[src/design/assert_macros.svh]
// Assertion macros shared by the matrix multiply RTL.
// No dependencies; included by files that carry concurrent checks.
`ifndef ASSERT_MACROS_SVH
`define ASSERT_MACROS_SVH

// Same-cycle implication, disabled during reset.
`define SMM_ASSERT_NOW(lbl, clk, rst, ante, cons, msg) \
   lbl: assert property (@(posedge clk) disable iff (rst) (ante) |-> (cons)) \
      else $error(msg);

// Next-cycle implication, disabled during reset.
`define SMM_ASSERT_NEXT(lbl, clk, rst, ante, cons, msg) \
   lbl: assert property (@(posedge clk) disable iff (rst) (ante) |=> (cons)) \
      else $error(msg);

`endif

[src/design/smm_pkg.sv]
// Shared constants and types for the square matrix multiply block.
// No dependencies; imported by every module of the block.
package smm_pkg;

   localparam int DEF_MAX_DIM = 64;

   localparam int ELEM_W = 16;
   localparam int PROD_W = 32;
   localparam int SUM_W  = 38;
   localparam int FUNC_W = 2;
   localparam int IDX_W  = 6;
   localparam int SIZE_W = 7;

   localparam logic [SIZE_W-1:0] SIZE_RESET = 7'd64;

   localparam logic [FUNC_W-1:0] FUNC_WR_A = 2'd0;
   localparam logic [FUNC_W-1:0] FUNC_WR_B = 2'd1;
   localparam logic [FUNC_W-1:0] FUNC_ROW  = 2'd2;

   // Per-cycle control from the sequencer to the MAC lanes.
   typedef struct packed {
      logic clear;   // zero all accumulators
      logic mul_en;  // register lane products from the store read data
      logic acc_en;  // add registered products into accumulators
      logic shift;   // move accumulators one lane toward lane 0
   } lane_ctl_type;

endpackage

[src/design/smm_ctrl.sv]
// Sequencer: size register, write decode, row read sweep over k, drain of the
// MAC pipeline and emission of one result beat per column. Depends on smm_pkg.
`include "assert_macros.svh"

module smm_ctrl #(
   parameter int MAX_DIM = smm_pkg::DEF_MAX_DIM
) (
   input  logic                            clock,
   input  logic                            reset,
   input  logic                            start,
   output logic                            busy,
   input  logic [smm_pkg::FUNC_W-1:0]      req_func,
   input  logic [smm_pkg::IDX_W-1:0]       req_row_index,
   input  logic [smm_pkg::IDX_W-1:0]       req_col_index,
   input  logic                            csr_valid,
   output logic                            csr_ready,
   input  logic [smm_pkg::SIZE_W-1:0]      csr_matrix_size,
   output logic                            wr_a,
   output logic                            wr_b,
   output logic [$clog2(MAX_DIM)-1:0]      wr_row,
   output logic [$clog2(MAX_DIM)-1:0]      wr_col,
   output logic                            rd_en,
   output logic [$clog2(MAX_DIM)-1:0]      rd_row,
   output logic [$clog2(MAX_DIM)-1:0]      rd_k,
   output smm_pkg::lane_ctl_type           lane_ctl,
   output logic                            rsp_strobe,
   output logic [smm_pkg::IDX_W-1:0]       rsp_out_row,
   output logic [smm_pkg::IDX_W-1:0]       rsp_out_col,
   output logic                            rsp_last
);
   import smm_pkg::*;

   localparam int AW = $clog2(MAX_DIM);
   localparam int NW = $clog2(MAX_DIM + 1);
   localparam int IW = (AW > IDX_W) ? AW : IDX_W;

   localparam logic [1:0] ST_IDLE  = 2'd0;
   localparam logic [1:0] ST_READ  = 2'd1;
   localparam logic [1:0] ST_DRAIN = 2'd2;
   localparam logic [1:0] ST_EMIT  = 2'd3;

   logic [1:0]        state_ff, state_in;
   logic [SIZE_W-1:0] size_ff, size_in;
   logic [NW-1:0]     k_ff, k_in;
   logic [IDX_W-1:0]  row_ff, row_in;
   logic              rd_vld_ff, rd_vld_in;
   logic              mul_vld_ff, mul_vld_in;

   logic [NW-1:0]     n_act;
   logic [NW-1:0]     n_last;
   logic [IW-1:0]     row_ext;
   logic [IW-1:0]     col_ext;
   logic              accept;
   logic              in_store;
   logic              row_ok;
   logic              go;

   // sizes above the store saturate to its dimension
   always_comb begin
      if (int'(size_ff) > MAX_DIM) begin
         n_act = NW'(MAX_DIM);
      end else begin
         n_act = NW'(size_ff);
      end
   end

   assign n_last   = n_act - 1'b1;
   assign row_ext  = IW'(req_row_index);
   assign col_ext  = IW'(req_col_index);
   assign accept   = start && !busy;
   assign in_store = (int'(row_ext) < MAX_DIM) && (int'(col_ext) < MAX_DIM);
   assign row_ok   = int'(req_row_index) < int'(n_act);
   assign go       = accept && (req_func == FUNC_ROW) && row_ok;

   assign wr_a   = accept && (req_func == FUNC_WR_A) && in_store;
   assign wr_b   = accept && (req_func == FUNC_WR_B) && in_store;
   assign wr_row = row_ext[AW-1:0];
   assign wr_col = col_ext[AW-1:0];

   // size only changes between rows and never beside a command beat
   assign csr_ready = !busy && !start;
   assign size_in   = (csr_valid && csr_ready) ? csr_matrix_size : size_ff;

   always_comb begin
      state_in = state_ff;
      k_in     = k_ff;
      row_in   = row_ff;
      case (state_ff)
         ST_IDLE: begin
            if (go) begin
               state_in = ST_READ;
               k_in     = '0;
               row_in   = req_row_index;
            end
         end
         ST_READ: begin
            k_in = k_ff + 1'b1;
            if (k_ff == n_last) begin
               state_in = ST_DRAIN;
               k_in     = '0;
            end
         end
         ST_DRAIN: begin
            // last product has been accumulated once both stages are empty
            if (!rd_vld_ff && !mul_vld_ff) begin
               state_in = ST_EMIT;
            end
         end
         ST_EMIT: begin
            k_in = k_ff + 1'b1;
            if (k_ff == n_last) begin
               state_in = ST_IDLE;
            end
         end
         default: begin
            state_in = ST_IDLE;
         end
      endcase
   end

   assign rd_vld_in  = (state_ff == ST_READ);
   assign mul_vld_in = rd_vld_ff;

   always_ff @(posedge clock) begin
      if (reset) begin
         state_ff   <= ST_IDLE;
         size_ff    <= SIZE_RESET;
         k_ff       <= '0;
         rd_vld_ff  <= 1'b0;
         mul_vld_ff <= 1'b0;
      end else begin
         state_ff   <= state_in;
         size_ff    <= size_in;
         k_ff       <= k_in;
         rd_vld_ff  <= rd_vld_in;
         mul_vld_ff <= mul_vld_in;
      end
   end

   always_ff @(posedge clock) begin
      row_ff <= row_in;
   end

   assign busy   = (state_ff != ST_IDLE);
   assign rd_en  = (state_ff == ST_READ);
   assign rd_row = AW'(row_ff);
   assign rd_k   = k_ff[AW-1:0];

   assign lane_ctl.clear  = go;
   assign lane_ctl.mul_en = rd_vld_ff;
   assign lane_ctl.acc_en = mul_vld_ff;
   assign lane_ctl.shift  = (state_ff == ST_EMIT);

   assign rsp_strobe  = (state_ff == ST_EMIT);
   assign rsp_out_row = row_ff;
   assign rsp_out_col = IDX_W'(k_ff);
   assign rsp_last    = (k_ff == n_last);

   `SMM_ASSERT_NOW(a_write_only_idle, clock, reset, wr_a || wr_b, state_ff == ST_IDLE, "store write while a row is in flight")
   `SMM_ASSERT_NEXT(a_read_feeds_mul, clock, reset, rd_vld_ff, mul_vld_ff, "read beat lost before the multiply stage")
   `SMM_ASSERT_NEXT(a_last_frees, clock, reset, rsp_strobe && rsp_last, !busy, "block still busy after the last beat")
   `SMM_ASSERT_NOW(a_emit_col_range, clock, reset, rsp_strobe, k_ff < n_act, "emitted column beyond matrix size")

endmodule

[config.mk]
export PLATFORM = sky130hd
export DESIGN_NAME = smm_ctrl
export DESIGN_NICKNAME = d
export VERILOG_FILES = /design/src/design/smm_pkg.sv /design/src/design/smm_ctrl.sv
export VERILOG_INCLUDE_DIRS = /design/src /design/src/design
export SDC_FILE = /design/constraint.sdc
export NUM_CORES = 1
export LEC_CHECK = 0
export ABC_CLOCK_PERIOD_IN_PS = 3200
export BUFFER_PORTS_ARGS = -buffer_cell sky130_fd_sc_hd__buf_2
export CORE_MARGIN = 2
export CORE_UTILIZATION = 48
export DETAILED_ROUTE_END_ITERATION = 16
export MAX_ROUTING_LAYER = met4
export PLACE_DENSITY = 0.89
export SLEW_MARGIN = 30
export SYNTH_ARGS = -nofsm -noshare
export SYNTH_HDL_FRONTEND = slang
export SYNTH_SLANG_ARGS = --single-unit
[constraint.sdc]
create_clock -name clock -period 3.2 [get_ports clock]
set_input_delay 0 -clock clock [delete_from_list [all_inputs] [get_ports clock]]
set_output_delay 0 -clock clock [all_outputs]
set_load 0.02 [all_outputs]
==> metrics.csv, run 1 <==
metric;value;unit
first-pass GRT wire length;5761;µm
number of distinct library cells after synthesis;43;
Total Wirelength;3536;µm
crit-path cells;inv_1 -> nand2_1 -> ha_1 -> o21ai_1 -> xor2_1 -> a2111oi_0 -> o311ai_2 -> a221oi_4 -> nor3_1;
GPL Wtd Cong;0.9166;
CP Launch Type;flop;
number of synthesized register bits;24;
Peak VDD IR;420.8;µV
NumNets Final;271;
largest net degree at the start of global routing;17;
DR vias/cell;5.129;
vias post-DR;1431;
worst path required time;3.40;ns
hold depth;0;
worst relative slew slack;0.5580;
post-DP HPWL;2600;µm
Total Die Area;4138;µm²
Post-Syn Instances;196;
clk root buf;clkbuf_4;
RSZ-0062 raised after global routing;no;
n_diodes;0;
Layout area overhead;13.18;%
ys async rst share;0;
post-synth top area share;0.2063;
Final Hold Violating Endpoints;0;
vias in the first global route;1311;
1st-iter DRT viols;25;
share of layout cells above drive strength 1;0.3090;
final setup violation count;0;
Mapped Area;1747;µm²
Final period util;0.9178;
Critical Path Fanout Max;11;
core area;3416;µm²
post-synthesis sequential area ratio;0.3095;
commonest non-fill, non-tap cell in the layout;buf_2;
1st-pass router iterations;4;
CP endpoint kind;flop;
PostCTS Resize Cnt;0;
Clock Path Buffers;2;
effective utilization at floorplan;0.5114;
antenna viol nets, final;0;
MaxCap Viol Count;0;
Layout Cell Area excl Fill;1977;µm²
initial antenna violation count;0;
Crit Path Category;reg2reg;
Static Leak;0.9061;nW
DRC viols;0;
status;complete, no violations;
Die Wd;64.33;µm
worst-margin pin slew;0.6631;ns
reg2reg path depth;9;
CTS tree;built;
PortBufs;59;
worst min path class;in2out;
total congestion overflow;0;
WL per Instance;12.67;µm
Setup Fix Bufs, Post-CTS;0;
cts bufs inserted;3;
fmax;340.5;MHz
syn nets;233;
slowest cell on the critical path;a2111oi_0;
dominant cell type by area after synthesis;dfxtp_1;
setup TNS;0;ns
H-tree Lvls;1;
final slew viol count;0;
CP Data Arrival Time;3.14;ns
CTS sink cnt;24;
Post-synth top flop;dfxtp_1;
Placed Instance Area;1821;µm²
Synth warnings;0;
power per cell area;497.5;nW/µm²
most frequent cells in the layout;buf_2 (59), nand2_1 (22), dfxtp_1 (18), a21oi_1 (13), dlygate4sd3_1 (13);
Critical Path Max Stage Delay;0.57;ns
worst clock skew;0.002902;ns
final hold slack;0.000008814;ns
FP Rows;21;
Total GRT Usage;0.1773;
Post-CTS Hold Fix Bufs;13;
number of flops mapped to enable cells by yosys;6;
largest cells by area after synthesis;dfxtp_1 (21%), buf_4 (15%), edfxtp_1 (10%), ha_1 (8.6%), xnor2_1 (6.0%);
Die H;64.33;µm
I/O pin cnt;72;
Reg clk slew, reported paths;0.13;ns
Avg Inst Size Synth;8.912;µm²
Clk Latency, worst-skew pair;0.31;ns
Min Clock Period, post-route;2.937;ns
-- synthesized netlist by cell type (2+ instances only) --
| cell | instances |
|---|---|
| clkbuf_1 | 2 |
| nor3_2 | 2 |
| buf_4 | 35 |
| dfxtp_1 | 18 |
| edfxtp_1 | 6 |
| inv_1 | 10 |
| nor3_1 | 7 |
| o221ai_1 | 2 |
| or2_2 | 2 |
| a21o_1 | 3 |
| xnor2_1 | 12 |
| nor3b_1 | 2 |
| nand3_1 | 9 |
| nand4_1 | 2 |
| nor2b_1 | 4 |
| xor2_1 | 4 |
| ha_1 | 12 |
| nor2_1 | 4 |
| mux2i_1 | 3 |
| nand2_1 | 22 |
| a21oi_1 | 13 |
-- registers in the layout (all words and copies together) (netlist names) --
register / cells
k_ff: 7
size_ff: 7
rd_row: 6
mul_vld_in: 1
mul_vld_ff: 1
state_ff: 2
-- final cells by class --
class / count / area [µm²]
Inverter: 10 / 37.54
Clock inverter: 1 / 3.754
Multi-Input combinational cell: 123 / 889.6
Clock buffer: 3 / 22.52
Sequential cell: 24 / 540.5
Timing Repair Buffer: 72 / 425.4
Tap cell: 46 / 57.56
Fill cell: 316 / 1439
-- cell families (layout without fill, tap and decap cells) --
logic type,Yosys count,in the layout,synth area share
xor gates and xnor gates,16,16,0.08023
muxes,3,3,0.01719
buffers and inverters,49,86,0.1848
and+or+nand+nor,60,60,0.1748
adders and majority gates,12,12,0.08596
AOI/OAI and AO/OA,32,32,0.1476
DFF,24,24,0.3095
-- worst max-delay path, delay by kind of cell, from the launching register on --
family,cells,cell delay (ns)
adders and majority gates,1,0.26
AOI/OAI and AO/OA,4,1.39
DFF,1,0.54
buffers and inverters,1,0.19
xor gates and xnor gates,1,0.20
and+or+nand+nor,2,0.23
-- through the flow --
stage          worst slack, ns  total power, mW  utilization  instances
2_1_floorplan           0.7561           0.7697            -        196
3_3_place_gp            0.5154           0.8294       0.5311        262
3_5_place_dp            0.2938           0.8431       0.5330        262
4_1_cts                 0.2663           0.9869       0.5788        279
5_1_grt                0.03778            1.048       0.5788        279
6_report                0.2631           0.9834       0.5788        279
-- per-layer routing --
metal  share of wire  track usage
met5               0            -
met2            0.48       0.3086
met1            0.45       0.2159
met4          0.0054      0.04521
met3           0.064      0.02465
-- power breakdown --
group | total (mW) | switching [mW] | internal, mW
logic | 0.455 | 0.276 | 0.179
clock network | 0.134 | 0.0886 | 0.0456
registers | 0.395 | 0.0471 | 0.347
total | 0.983 | 0.411 | 0.572
-- path summary, 6_finish.rpt --
check	slack, ns	start	endpoint
hold / removal	0.000009	req_col_index[1]	wr_col[1]
setup / recovery	0.26	size_ff[6]	k_ff[4]
setup reg to reg	0.26	size_ff[6]	k_ff[4]
hold reg to reg	0.49	mul_vld_in	mul_vld_ff
Note: power is estimated with default switching activity, not from simulation.
==> run 2: changes to the inputs <==
Settings changed: ABC_AREA set to 1, GPL_TIMING_DRIVEN set to 0.
==> run 2 against run 1 <==
Effect of this change: core utilization grew 8.6 points; worst setup slack gained 0.74 ns; first-iteration DRC count grew 48%; combinational power grew 14%; critical endpoint is now lane_ctl[3]; cell count grew 27%.
==> metrics.csv, run 2 <==
metric;value;unit;change
post-synth top area share;0.2110;;+0.004685
Post-synth top flop;dfxtp_1;;
WHS Endpoint;size_ff[0];;
multi-input logic area;807.0;µm²;-9.3%
clk root buf;clkbuf_4;;
top sig layer;met4;;
commonest non-fill, non-tap cell in the layout;buf_2;;
n_diodes;0;;unchanged
CP endpoint kind;output pin;;
wire length on met2;1780;µm;+4.1%
CP Launch Type;flop;;
Synth warnings;0;;unchanged
vias post-DR;1624;;+13%
initial antenna violation count;0;;unchanged
Total Die Area;4051;µm²;-2.1%
slowest cell on the critical path;dfxtp_1;;
I/O pin cnt;72;;unchanged
synth cell count leaders;nand2_1 (42), buf_4 (34), inv_1 (27), nor2_1 (23), dfxtp_1 (18);;
effective utilization at floorplan;0.5039;;-0.007479
Final Hold Violating Endpoints;0;;unchanged
post-DP HPWL;2826;µm;+8.7%
Critical Path Fanout Max;4;;-7
FF/Latch Area;540.5;µm²;unchanged
GPL Wtd Cong;0.9011;;-1.7%
largest cells by area after synthesis;dfxtp_1 (21%), buf_4 (15%), edfxtp_1 (11%), nand2_1 (9.2%), ha_1 (8.8%);;
DRC viols;0;;unchanged
total congestion overflow;0;;unchanged
Total GRT Usage;0.1810;;+0.003757
PortBufs;65;;+10%
worst relative slew slack;0.7891;;+0.2312
Min Clock Period, post-route;2.197;ns;-0.7396 ns
crit-path cells;nor2_2 -> nand3_1 -> nand2_1 -> nand2_1 -> ha_1 -> nand2_1 -> o21bai_1 -> nand2_1 -> nand4_1 -> nand2_2 -> inv_1 -> buf_4 -> buf_2;;
Mapped Area;1708;µm²;-2.2%
1st-iter DRT viols;37;;+48%
Layout area overhead;31.94;%;
ys async rst share;0;;unchanged
Peak VDD IR;474.0;µV;+13%
WL per Instance;9.890;µm;-22%
setup TNS;0;ns;unchanged
Total Wirelength;3491;µm;-1.3%
core area;3390;µm²;-0.77%
H-tree Lvls;1;;unchanged
Post-Syn Instances;225;;+15%
Worst Path Buf+Inv;3;;+2
CP Data Arrival Time;2.20;ns;-0.94 ns
FP Rows;21;;unchanged
PostCTS Resize Cnt;0;;unchanged
CTS sink cnt;24;;unchanged
Die Wd;63.65;µm;-1.0%
Top delay family on crit path;simple AND/OR/NAND/NOR gates;;
dominant cell type by area after synthesis;dfxtp_1;;
hold depth;4;;+4
Clock Path Buffers;2;;unchanged
DR vias/cell;4.601;;-10%
cts bufs inserted;3;;unchanged
worst path required time;3.20;ns;-0.20 ns
R2R setup slack;1.06;ns;+0.80 ns
worst-margin pin slew;0.3163;ns;-0.3468 ns
MaxCap Viol Count;0;;unchanged
final slew viol count;0;;unchanged
final hold slack;0.1546;ns;+0.1546 ns
count leader, synth;nand2_1;;
crit-path most repeated cell;nand2_1;;
post-synthesis sequential area ratio;0.3165;;+0.007028
number of synthesized register bits;24;;unchanged
Static Leak;1.186;nW;+31%
largest net degree at the start of global routing;13;;-4
first-pass GRT wire length;5802;µm;+0.71%
share of layout cells above drive strength 1;0.3811;;+0.07209
power per cell area;459.0;nW/µm²;-7.7%
Die H;63.65;µm;-1.0%
Final period util;0.6867;;-0.2311
Critical Path Max Stage Delay;0.37;ns;-0.20 ns
worst hold start;csr_valid;;
number of distinct library cells after synthesis;29;;-33%
Reg2Reg Capture Point;state_ff[0];;
RSZ-0062 raised after global routing;no;;
antenna viol nets, final;0;;unchanged
number of flops mapped to enable cells by yosys;6;;unchanged
Avg Inst Size Synth;7.591;µm²;-15%
Clk Latency, worst-skew pair;0.30;ns;about the same
fmax;455.1;MHz;+34%
Crit Path Category;reg2out;;
reg2reg path depth;14;;+5
routed wl met3;231;µm;+2.2%
CTS tree;built;;
Filler cells;283;;-10%
Reg-to-Reg Start;size_ff[0];;
worst clock skew;0.002002;ns;-0.0009001 ns
worst min path class;in2reg;;
Reg clk slew, reported paths;0.12;ns;about the same
syn nets;262;;+12%
most frequent cells in the layout;buf_2 (65), nand2_1 (42), buf_4 (34), inv_1 (27), nor2_1 (23);;
NumNets Final;346;;+28%
vias in the first global route;1412;;+7.7%
status;complete, no violations;;
final setup violation count;0;;unchanged
met1 WL;1451;µm;-8.2%
1st-pass router iterations;5;;+1
run 2: where the power goes:
part	internal, mW	leakage (nW)	switching, mW	total, mW
clock	0.0439	0.0138	0.0844	0.128
combinational	0.205	0.971	0.314	0.519
sequential	0.350	0.201	0.0371	0.387
total	0.598	1.19	0.436	1.03
run 2: worst max path at each step:
stage                     cells past startpoint          end        from
after floorplan                              15      k_ff[5]  size_ff[0]
after global placement                       14  state_ff[0]  size_ff[0]
after detailed placement                     14  state_ff[1]  size_ff[0]
after CTS                                    13  lane_ctl[3]  size_ff[0]
after global routing                         13  lane_ctl[3]  size_ff[0]
final                                        13  lane_ctl[3]  size_ff[0]
run 2: worst min-delay path, delay by kind of cell:
kind / cells / cell delay [ns]
AOI/OAI and AO/OA: 1 / 0.06
and+or+nand+nor: 2 / 0.29
buffers and inverters: 1 / 0.07
run 2: area by class of cell:
cell class              instances  area share
plain buffers                  34      0.1133
clock buffers                   3    0.009994
inverters                      28     0.04664
multi-input cells             139      0.3581
flip-flops and latches         24      0.2399
well taps                      46     0.02554
repair buffers                 79      0.2066
run 2: cell families after synthesis:
| logic type | count (synthesis) | share of synthesized area |
|---|---|---|
| buffers and inverters | 62 | 0.2110 |
| XOR/XNOR | 9 | 0.04616 |
| AO/OA/AOI/OAI | 19 | 0.06081 |
| AND/OR/NAND/NOR | 98 | 0.2718 |
| adder cells (fa/ha/maj) | 12 | 0.08791 |
| flip-flops | 24 | 0.3165 |
| multiplexers | 1 | 0.005861 |
run 2: metrics by stage:
stage / util / worst slack (ns) / total power [mW] / std cells / instance area (µm²)
after floorplan: - / 1.329 / 0.7691 / 225 / 1708
after global placement: 0.6168 / 1.143 / 0.8778 / 336 / 2091
after detailed placement: 0.6168 / 1.084 / 0.9004 / 336 / 2091
after CTS: 0.6648 / 0.9898 / 1.045 / 353 / 2253
after global routing: 0.6648 / 0.8013 / 1.110 / 353 / 2253
final: 0.6648 / 1.003 / 1.034 / 353 / 2253
run 2: layer usage:
metal | global-route usage | vias to the layer above
li1 | - | 847
met4 | 0.04076 | 0
met3 | 0.02679 | 4
met1 | 0.2049 | 712
met5 | - | -
met2 | 0.3342 | 61
run 2: timing repair:
| item | 4_1_cts | 5_1_grt |
|---|---|---|
| buffers inserted | 0 | 0 |
| hold endpoints to repair | 15 | 0 |
| hold buffers | 14 | 0 |
==> run 3: changes to the inputs <==
Settings changed: ABC_CLOCK_PERIOD_IN_PS 3200 to 2000, CORE_UTILIZATION 48 to 43, PLACE_DENSITY 0.89 to 0.85.
Clock period 3.2 ns to 2 ns, I/O delays scaled along.
==> run 3 against run 2 <==
Effect of this change: critical endpoint unchanged; cell count rose by 3.7%; hold slack worse by 0.14 ns; power up 100%; global-route usage is 0.42 points higher; sequential power up 63%; sequential share of layout area is 1.8 points lower; flip-flop and latch count unchanged; clock skew grew 0.0023 ns; non-clock buffer count rose by 10; via count is 5.4% higher; cell area rose by 11%; worst setup slack got worse by 0.99 ns.
==> metrics.csv, run 3 (synthesis gave the netlist of run 2 again) <==
metric;value;unit;change
vias post-DR;1712;;+5.4%
antenna viol nets, final;0;;unchanged
Final period util;0.9933;;
RSZ-0062 raised after global routing;yes;;
CTS sink cnt;24;;unchanged
Layout area overhead;46.45;%;
worst min path class;in2reg;;
DRC viols;0;;unchanged
Critical Path Fanout Max;3;;-1
clk root buf;clkbuf_8;;
WL per Instance;11.43;µm;+16%
NumNets Final;356;;+2.9%
Total Wirelength;4182;µm;+20%
worst-margin pin slew;0.3204;ns;+0.004125 ns
Final Power;2.080;mW;+100%
I/O pin cnt;72;;unchanged
n_diodes;0;;unchanged
crit-path cells;nor2_4 -> nand3_2 -> nand2_2 -> nand2_4 -> ha_4 -> nand2_1 -> o21bai_1 -> nand2_1 -> nand4_1 -> nand2_2 -> buf_4 -> inv_2 -> buf_6;;
cts bufs inserted;3;;unchanged
Die Wd;67.02;µm;+5.3%
Total GRT Usage;0.1852;;+0.004201
final slew viol count;0;;unchanged
Core Util, Final;0.6681;;+0.003294
CP Launch Type;flop;;
Critical Path Max Stage Delay;0.36;ns;about the same
final setup violation count;0;;unchanged
PortBufs;65;;unchanged
Die H;67.02;µm;+5.3%
commonest non-fill, non-tap cell in the layout;buf_2;;
FP Rows;22;;+4.8%
Peak VDD IR;727.2;µV;+53%
Clock Path Buffers;2;;unchanged
CTS tree;built;;
Static Leak;1.305;nW;+10%
hold depth;3;;-1
CP endpoint kind;output pin;;
worst relative slew slack;0.7854;;-0.003747
Total Die Area;4492;µm²;+11%
pre-CTS WS;-0.1293;ns;-1.213 ns
most frequent cells in the layout;buf_2 (63), buf_4 (47), nand2_1 (39), inv_1 (26), nor2_1 (20);;
reg2reg path depth;14;;unchanged
share of layout cells above drive strength 1;0.4748;;+0.09374
slowest cell on the critical path;dfxtp_2;;
core area;3744;µm²;+10%
Clk Latency, worst-skew pair;0.26;ns;-0.04 ns
worst clock skew;0.004317;ns;+0.002315 ns
Min Clock Period, post-route;1.987;ns;
MaxCap Viol Count;0;;unchanged
Filler cells;294;;+3.9%
first-pass GRT wire length;6161;µm;+6.2%
Crit Path Category;reg2out;;
total congestion overflow;0;;unchanged
worst path required time;2.00;ns;-1.20 ns
1st-iter DRT viols;30;;-19%
fmax;503.4;MHz;
power per cell area;831.7;nW/µm²;+81%
post-DP HPWL;2820;µm;-0.22%
H-tree Lvls;1;;unchanged
initial antenna violation count;0;;unchanged
status;complete, no violations;;
CP Data Arrival Time;1.99;ns;-0.21 ns
largest net degree at the start of global routing;15;;+2
1st-pass router iterations;5;;unchanged
DR vias/cell;4.678;;+1.7%
Reg clk slew, reported paths;0.09;ns;-0.03 ns
Final Hold Violating Endpoints;0;;unchanged
GPL Wtd Cong;0.8764;;-2.7%
worst setup margin;0.01332;ns;-0.9893 ns
vias in the first global route;1522;;+7.8%
effective utilization at floorplan;0.4562;;-0.04766
[run 3: cell count changes in the layout (fill, tap and decap cells not counted), moves of 4 or more]
cell / before / now
dfxtp_1: 18 / 11
nor2_4: 0 / 4
buf_4: 34 / 47
dfxtp_2: 0 / 5
[run 3: routing by layer]
metal / vias to the layer above / track usage / wire length (µm)
li1: 865 / - / -
met1: 769 / 0.1882 / 1695
met2: 64 / 0.3552 / 2152
met3: 14 / 0.02027 / 206
met4: 0 / 0.07653 / 127
met5: - / - / 0
[run 3: repair_timing]
item	4_1_cts	5_1_grt
gates resized for setup	20	17
pin swaps	14	15
endpoints found under the setup margin	17	17
endpoints found under the hold margin	12	0
hold buffers	11	0
buffers inserted	10	4
[run 3: cell type report]
type	count	area [µm²]	area share
plain buffers	33	247.7	0.09905
inverters	28	110.1	0.04402
clock buffers	3	41.29	0.01651
repair buffers	90	553.0	0.2211
flip-flops and latches	24	554.3	0.2216
multi-input cells	139	904.6	0.3617
clock inverters	1	30.03	0.01201
well taps	48	60.06	0.02401
[run 3: critical path: cells and delay by family, from the launching register on]
family,cells,cell delay [ns]
AO/OA/AOI/OAI,1,0.14
adder cells (fa/ha/maj),1,0.27
buffers and inverters,3,0.28
flip-flops,1,0.36
AND/OR/NAND/NOR,8,0.68
[run 3: per-stage QoR]
stage | setup TNS (ns) | cells | hold slack, ns | cell area, µm²
CTS | -0.03390 | 362 | 0.01198 | 2410
floorplan | 0 | 225 | 0.06907 | 1708
global route | -1.721 | 366 | 0.04971 | 2501
global placement | -0.3497 | 338 | 0.2085 | 2093
finish | 0 | 366 | 0.01632 | 2501
detailed placement | -0.8897 | 338 | 0.2182 | 2093
[run 3: worst paths after layout]
kind | end | start | slack [ns]
worst max register to register | k_ff[4] | size_ff[0] | 0.03
worst min-delay path | size_ff[2] | csr_matrix_size[2] | 0.02
worst min register to register | mul_vld_ff | mul_vld_in | 0.46
worst max-delay path | lane_ctl[3] | size_ff[0] | 0.01
[run 3: power by group]
| group | internal, mW | total (mW) | switching (mW) |
|---|---|---|---|
| clock network | 0.267 | 0.426 | 0.159 |
| registers | 0.564 | 0.631 | 0.0663 |
| logic | 0.445 | 1.02 | 0.578 |
